[src/rtl/core/dsm_pkg.sv]
// ----------------------------------------------------------------------------
// dsm_pkg: shared types and codes for the dense slot map
// Beat payloads, response codes, register map and the controller/datapath
// command and status bundles.
// ----------------------------------------------------------------------------
package dsm_pkg;

  localparam int KIND_W      = 1;
  localparam int ENTITY_W    = 10;
  localparam int STATUS_W    = 2;
  localparam int SLOT_W      = 8;
  localparam int LIMIT_W     = 9;
  localparam int APB_ADDR_W  = 3;
  localparam int APB_DATA_W  = 32;

  localparam logic [KIND_W-1:0] KIND_BIND   = 1'b0;
  localparam logic [KIND_W-1:0] KIND_UNBIND = 1'b1;

  localparam logic [STATUS_W-1:0] RSP_DONE      = 2'd0;
  localparam logic [STATUS_W-1:0] RSP_FULL      = 2'd1;
  localparam logic [STATUS_W-1:0] RSP_NOT_BOUND = 2'd2;

  // Register word index (byte address / 4)
  localparam logic REG_SLOT_LIMIT = 1'b0;

  localparam logic [LIMIT_W-1:0] SLOT_LIMIT_RESET = 9'd256;

  typedef struct packed {
    logic [KIND_W-1:0]   kind;
    logic [ENTITY_W-1:0] entity_id;
  } req_t;

  typedef struct packed {
    logic [STATUS_W-1:0] status;
    logic [SLOT_W-1:0]   slot;
    logic                move_needed;
    logic [ENTITY_W-1:0] moved_entity;
    logic [SLOT_W-1:0]   moved_from_slot;
  } rsp_t;

  // Controller -> datapath
  typedef struct packed {
    logic capture;    // latch request, issue both map reads
    logic clr_en;     // clear the indexed entry of each map in range
    logic bind_wr;    // append entity at the tail slot
    logic move_wr;    // move tail entity into the freed slot
    logic retire_wr;  // invalidate tail slot and unbound entity
    logic emit;       // load the response register
  } dsm_cmd_t;

  // Datapath -> controller
  typedef struct packed {
    logic is_unbind;
    logic bind_ok;
    logic unbind_ok;
    logic out_free;
    logic clr_last;
  } dsm_sts_t;

endpackage

[src/rtl/core/dsm_ctrl.sv]
// ----------------------------------------------------------------------------
// dsm_ctrl: request sequencer
// Runs the clearing pass, then steps each request through read, evaluate
// and (for a successful unbind) a second write pass.
// ----------------------------------------------------------------------------
module dsm_ctrl
  import dsm_pkg::*;
(
  input  logic     clk,
  input  logic     rst,
  input  logic     req_valid,
  output logic     req_stall,
  input  dsm_sts_t sts,
  output dsm_cmd_t cmd
);

  typedef enum logic [1:0] {
    S_CLEAR,
    S_IDLE,
    S_EVAL,
    S_RETIRE
  } state_t;

  state_t state;
  state_t state_next;

  always_ff @(posedge clk) begin
    if (rst) begin
      state <= S_CLEAR;
    end else begin
      state <= state_next;
    end
  end

  always_comb begin
    cmd        = '0;
    state_next = state;
    req_stall  = 1'b1;
    unique case (state)
      S_CLEAR: begin
        cmd.clr_en = 1'b1;
        if (sts.clr_last) begin
          state_next = S_IDLE;
        end
      end
      S_IDLE: begin
        req_stall = 1'b0;
        if (req_valid) begin
          cmd.capture = 1'b1;
          state_next  = S_EVAL;
        end
      end
      S_EVAL: begin
        if (sts.is_unbind && sts.unbind_ok) begin
          cmd.move_wr = 1'b1;
          state_next  = S_RETIRE;
        end else if (sts.out_free) begin
          cmd.bind_wr = !sts.is_unbind && sts.bind_ok;
          cmd.emit    = 1'b1;
          state_next  = S_IDLE;
        end
      end
      S_RETIRE: begin
        if (sts.out_free) begin
          cmd.retire_wr = 1'b1;
          cmd.emit      = 1'b1;
          state_next    = S_IDLE;
        end
      end
      default: begin
        state_next = S_IDLE;
      end
    endcase
  end

endmodule

[config.mk]
export PLATFORM = sky130hd
export DESIGN_NAME = dsm_ctrl
export DESIGN_NICKNAME = d
export VERILOG_FILES = /design/src/rtl/core/dsm_pkg.sv /design/src/rtl/core/dsm_ctrl.sv
export SDC_FILE = /design/constraint.sdc
export NUM_CORES = 1
export LEC_CHECK = 0
export ABC_AREA = 1
export BUFFER_PORTS_ARGS = -buffer_cell sky130_fd_sc_hd__buf_2
export CAP_MARGIN = 10
export CORE_AREA = 2 2 39 41
export CTS_CLUSTER_SIZE = 28
export DETAILED_ROUTE_END_ITERATION = 10
export DIE_AREA = 0 0 41 43
export PLACE_DENSITY_LB_ADDON = 0.12
export SLEW_MARGIN = 20
export SYNTH_ARGS = -nofsm -noshare
export SYNTH_HDL_FRONTEND = slang
export SYNTH_SLANG_ARGS = --single-unit
export TNS_END_PERCENT = 10
[constraint.sdc]
create_clock -name clk -period 1.55 [get_ports clk]
set_clock_uncertainty 0.15 [all_clocks]
set_input_delay 0.2325 -clock clk [delete_from_list [all_inputs] [get_ports clk]]
set_output_delay 0.2325 -clock clk [all_outputs]
set_load 0.01 [all_outputs]
Yosys cells after proc, flatten, opt, wreduce, memory -nomap -nowiden --
Index checks and enable logic that the tools add are counted.
Storage, ports and cells: register bits after elaboration 2, latch bits 0, RAM bits 0, memory bits (read-only) 0, output and inout bits 7, word-level logic and storage cells 29, memories 0
Cells by class: add/sub/neg operators 0, multipliers 0, div/mod/pow operators 0, magnitude comparators 0, eq/ne operators 5, shifts and indexed selects 0, mux-type cells 18, bitwise logic cells 0, reductions and logical operators 5
Operators with widths (number):
- 2-to-1 mux 2 bit | 6
- 2-to-1 mux 1 bit | 10
- one-hot mux 2 bit (4 select lines) | 1
- equality test 2 bit (second input constant) | 2
- != test 2 bit (second input constant) | 2
- equality test 2 x 1 -> 1 bit (second input constant) | 1
- logical AND 1 bit | 2
- logical NOT 2 bit | 1
- one-hot mux 1 bit (2 select lines) | 1
- AND reduction 2 bit | 1
- logical NOT 1 bit | 1

Depth between registers and ports, before layout --
depth in word-level cells 5, gate-level depth with buffers 4, gate-level depth less buffers 4

Worst setup path before layout --
No wires, ideal clock.
path kind flip-flop to output port, from register state[0], to output port cmd[3] in the netlist's numbering, data arrival time 0.730 ns, path slack 0.437 ns, stages on the path, launching flop included 4, path buffers 0, cell sequence dfxtp_1 > inv_1 > nand2_1 > nor3_1
RTL lines:
- start: declaration | RTL line dsm_ctrl.sv:24 | state_t state;
- start signal: assignment | RTL line dsm_ctrl.sv:31 | state <= state_next;
- end: declaration | RTL line dsm_ctrl.sv:14 | output dsm_cmd_t cmd

==> reports/results.tsv <==
stage	metric	value	unit
status	status	finished, final reports clean	
route	ant_nets	0	
global_routing	antenna_found_initial	0	
synthesis	netlist.area_leader.share	27.6	%
route	routedWlPerCell	6.90	um
power	sw_frac_of_total	27.4	%
synthesis	synth_common_cells	nand2_1, nor2_1, inv_1	
placement	pre_cts_ws	385	ps
synthesis	syn_inst	29	
route	top_layer	met3	
finish	drive_gt1_share	37.0	%
sta	fin_crit	1380	ps
synthesis	synthArstFlopShare	0	%
die	die_y	43	um
die	die_area	0.00176	sq mm
sta	worst_slack	169	ps
sta	slew_headroom	88.1	%
route	wl_met3	31	um
global_routing	grt_max_degree	7	
synthesis	yosys.cell_count.top_type	nand2_1	
placement	io_buffers	14	
sta	final.setup.tns	0	ps
finish	areaGrowthSynthToFinish	77.6	%
cts	cts_sinks	2	
route	drtPass1Iterations	2	
cts	cts_resized	0	
global_routing	grt_use_total	6.31	%
run	drv_cap	0	
setup_path	critPathMaxFanout	6	
setup_path	required	1170	ps
synthesis	synth_edf_count	0	
synthesis	synthesis.area	145	sq um
finish	n_antenna_cell	0	
placement	place_area	235	sq um
synthesis	synth-main-ff-cell	dfxtp_1	
synthesis	synth_top_cell_by_area	dfxtp_1	
finish	top_regs	state (2)	
sta	drv_slew	0	
finish	largest_reg_flops	2	
power	vdd_drop_max	0.237	mV
placement	dpl.cell_count	59	
cts	postCtsSetupBuffers	0	
route	viasPerCell	3.45	
route	route.met2.wl	226	um
sta	tightest_slew	178	ps
global_routing	grt_pass1_wl	710	um
synthesis	syn_nets	37	
setup_path	critPathArrivalTime	1000	ps
finish	fin_cells	62	
sta	rsz0062_at_grt	false	
cts	max-clock-path-buffers	2	
route	m1WireLength	170	um
sta	fmax	0.724	GHz
finish	top_register	state	
synthesis	synth_cell_types	6	
power	power_density	883	mW/mm^2
finish	nNetsFinal	56	
die	core.rowCount	14	
finish	fin_util	18.6	%
synthesis	avgSynthCellArea	5.00	sq um
cts	hold_buffers	0	
route	drcViolationCount	0	
power	internal_power	165	uW
global_routing	grt_overflow	0	
placement	place_congestion	0.577	
route	first_iter_violations	4	
die	die-width	41	um
die	core	0.00138	sq mm
synthesis	synth_area_leaders	dfxtp_1, nand2_1, nor2_1	
sta	hold_viol	0	
min_path	holdCritPathClass	in2reg	
finish	design_area	258	sq um
die	initial_core_util	10.5	%
power	clock_power_share	49.4	%
sta	finalSetupViolations	0	
setup_path	setup.worst_path.end_class	output pin	
cts	cts_tree	yes	
cts	h-tree-depth	1	
route	vias	214	
cts	clockRootBuffer	clkbuf_4	
route	drt-total-wl	428	um
cts	clk-insertion-delay-late	220	ps
sta	fin_hold_ws	132	ps
power	power.switching	62.3	uW
synthesis	synth-seq-cells	2	
synthesis	yosysWarnings	0	
die	io_pins	15	
power	power	228	uW
setup_path	cp-start-kind	register	
power	pwr-share-comb	23.0	%
sta	finalCritPeriodShare	89.1	%
power	p_leak	0.163	nW
power	p_seq_share	27.6	%
cts	clkTransAtPathRegs	30	ps
setup_path	setup.worst_path.class	reg2out	
synthesis	synth-seq-area-share	27.6	%
global_routing	grt_pass1_vias	176	
cts	numCtsBuffers	3	
-- cells by family after synthesis --
group / after synthesis / share of synthesized area (%)
buffers and inverters: 6 / 15.5
DFF: 2 / 27.6
and+or+nand+nor: 21 / 56.9
-- routing by layer --
layer  vias to the layer above  GRT usage (%)
li1                        119              -
met1                        90           6.69
met2                         5           8.44
met3                         0           6.28
met4                         0           2.00
met5                         -              0
-- layout by cell type (no fill, tap or decap) --
cell | netlist | layout
buf_2 | 0 | 14
dfxtp_1 | 2 | 2
clkbuf_4 | 0 | 3
nor2_1 | 8 | 8
nand2_1 | 10 | 10
nand3_1 | 2 | 2
nor3_1 | 1 | 1
inv_1 | 6 | 6
-- power groups by stage --
stage          clock network [mW]  registers (mW)  logic, mW
2_1_floorplan                   0          0.0622     0.0296
3_3_place_gp                    0          0.0637     0.0548
3_5_place_dp                    0          0.0638     0.0533
4_1_cts                     0.121          0.0631     0.0535
5_1_grt                     0.129          0.0639     0.0604
6_report                    0.112          0.0629     0.0522
-- worst max-delay path, stage by stage (launching register included) --
cell	delay [ps]
dfxtp_1	340
inv_1	80
nand2_1	80
nor3_1	120
buf_2	150
-- final timing paths --
kind                               from               endpoint  slack [ps]  depth (start not counted)
setup / recovery  state[0]$_SDFFE_PP0P_                 cmd[3]         170                          4
hold / removal                      rst  state[1]$_SDFFE_PP0P_         130                          4
setup reg to reg  state[0]$_SDFFE_PP0P_  state[0]$_SDFFE_PP0P_         620                          4
hold reg to reg   state[1]$_SDFFE_PP0P_  state[1]$_SDFFE_PP0P_         420                          3
-- cell type report --
cell class,count,area [sq um]
Fill cell,167,1130
Sequential cell,2,40.0
Timing Repair Buffer,14,70.1
Multi-Input combinational cell,21,82.6
Inverter,6,22.5
Clock buffer,3,22.5
Tap cell,16,20.0
Power figures use the tool's default switching activity.
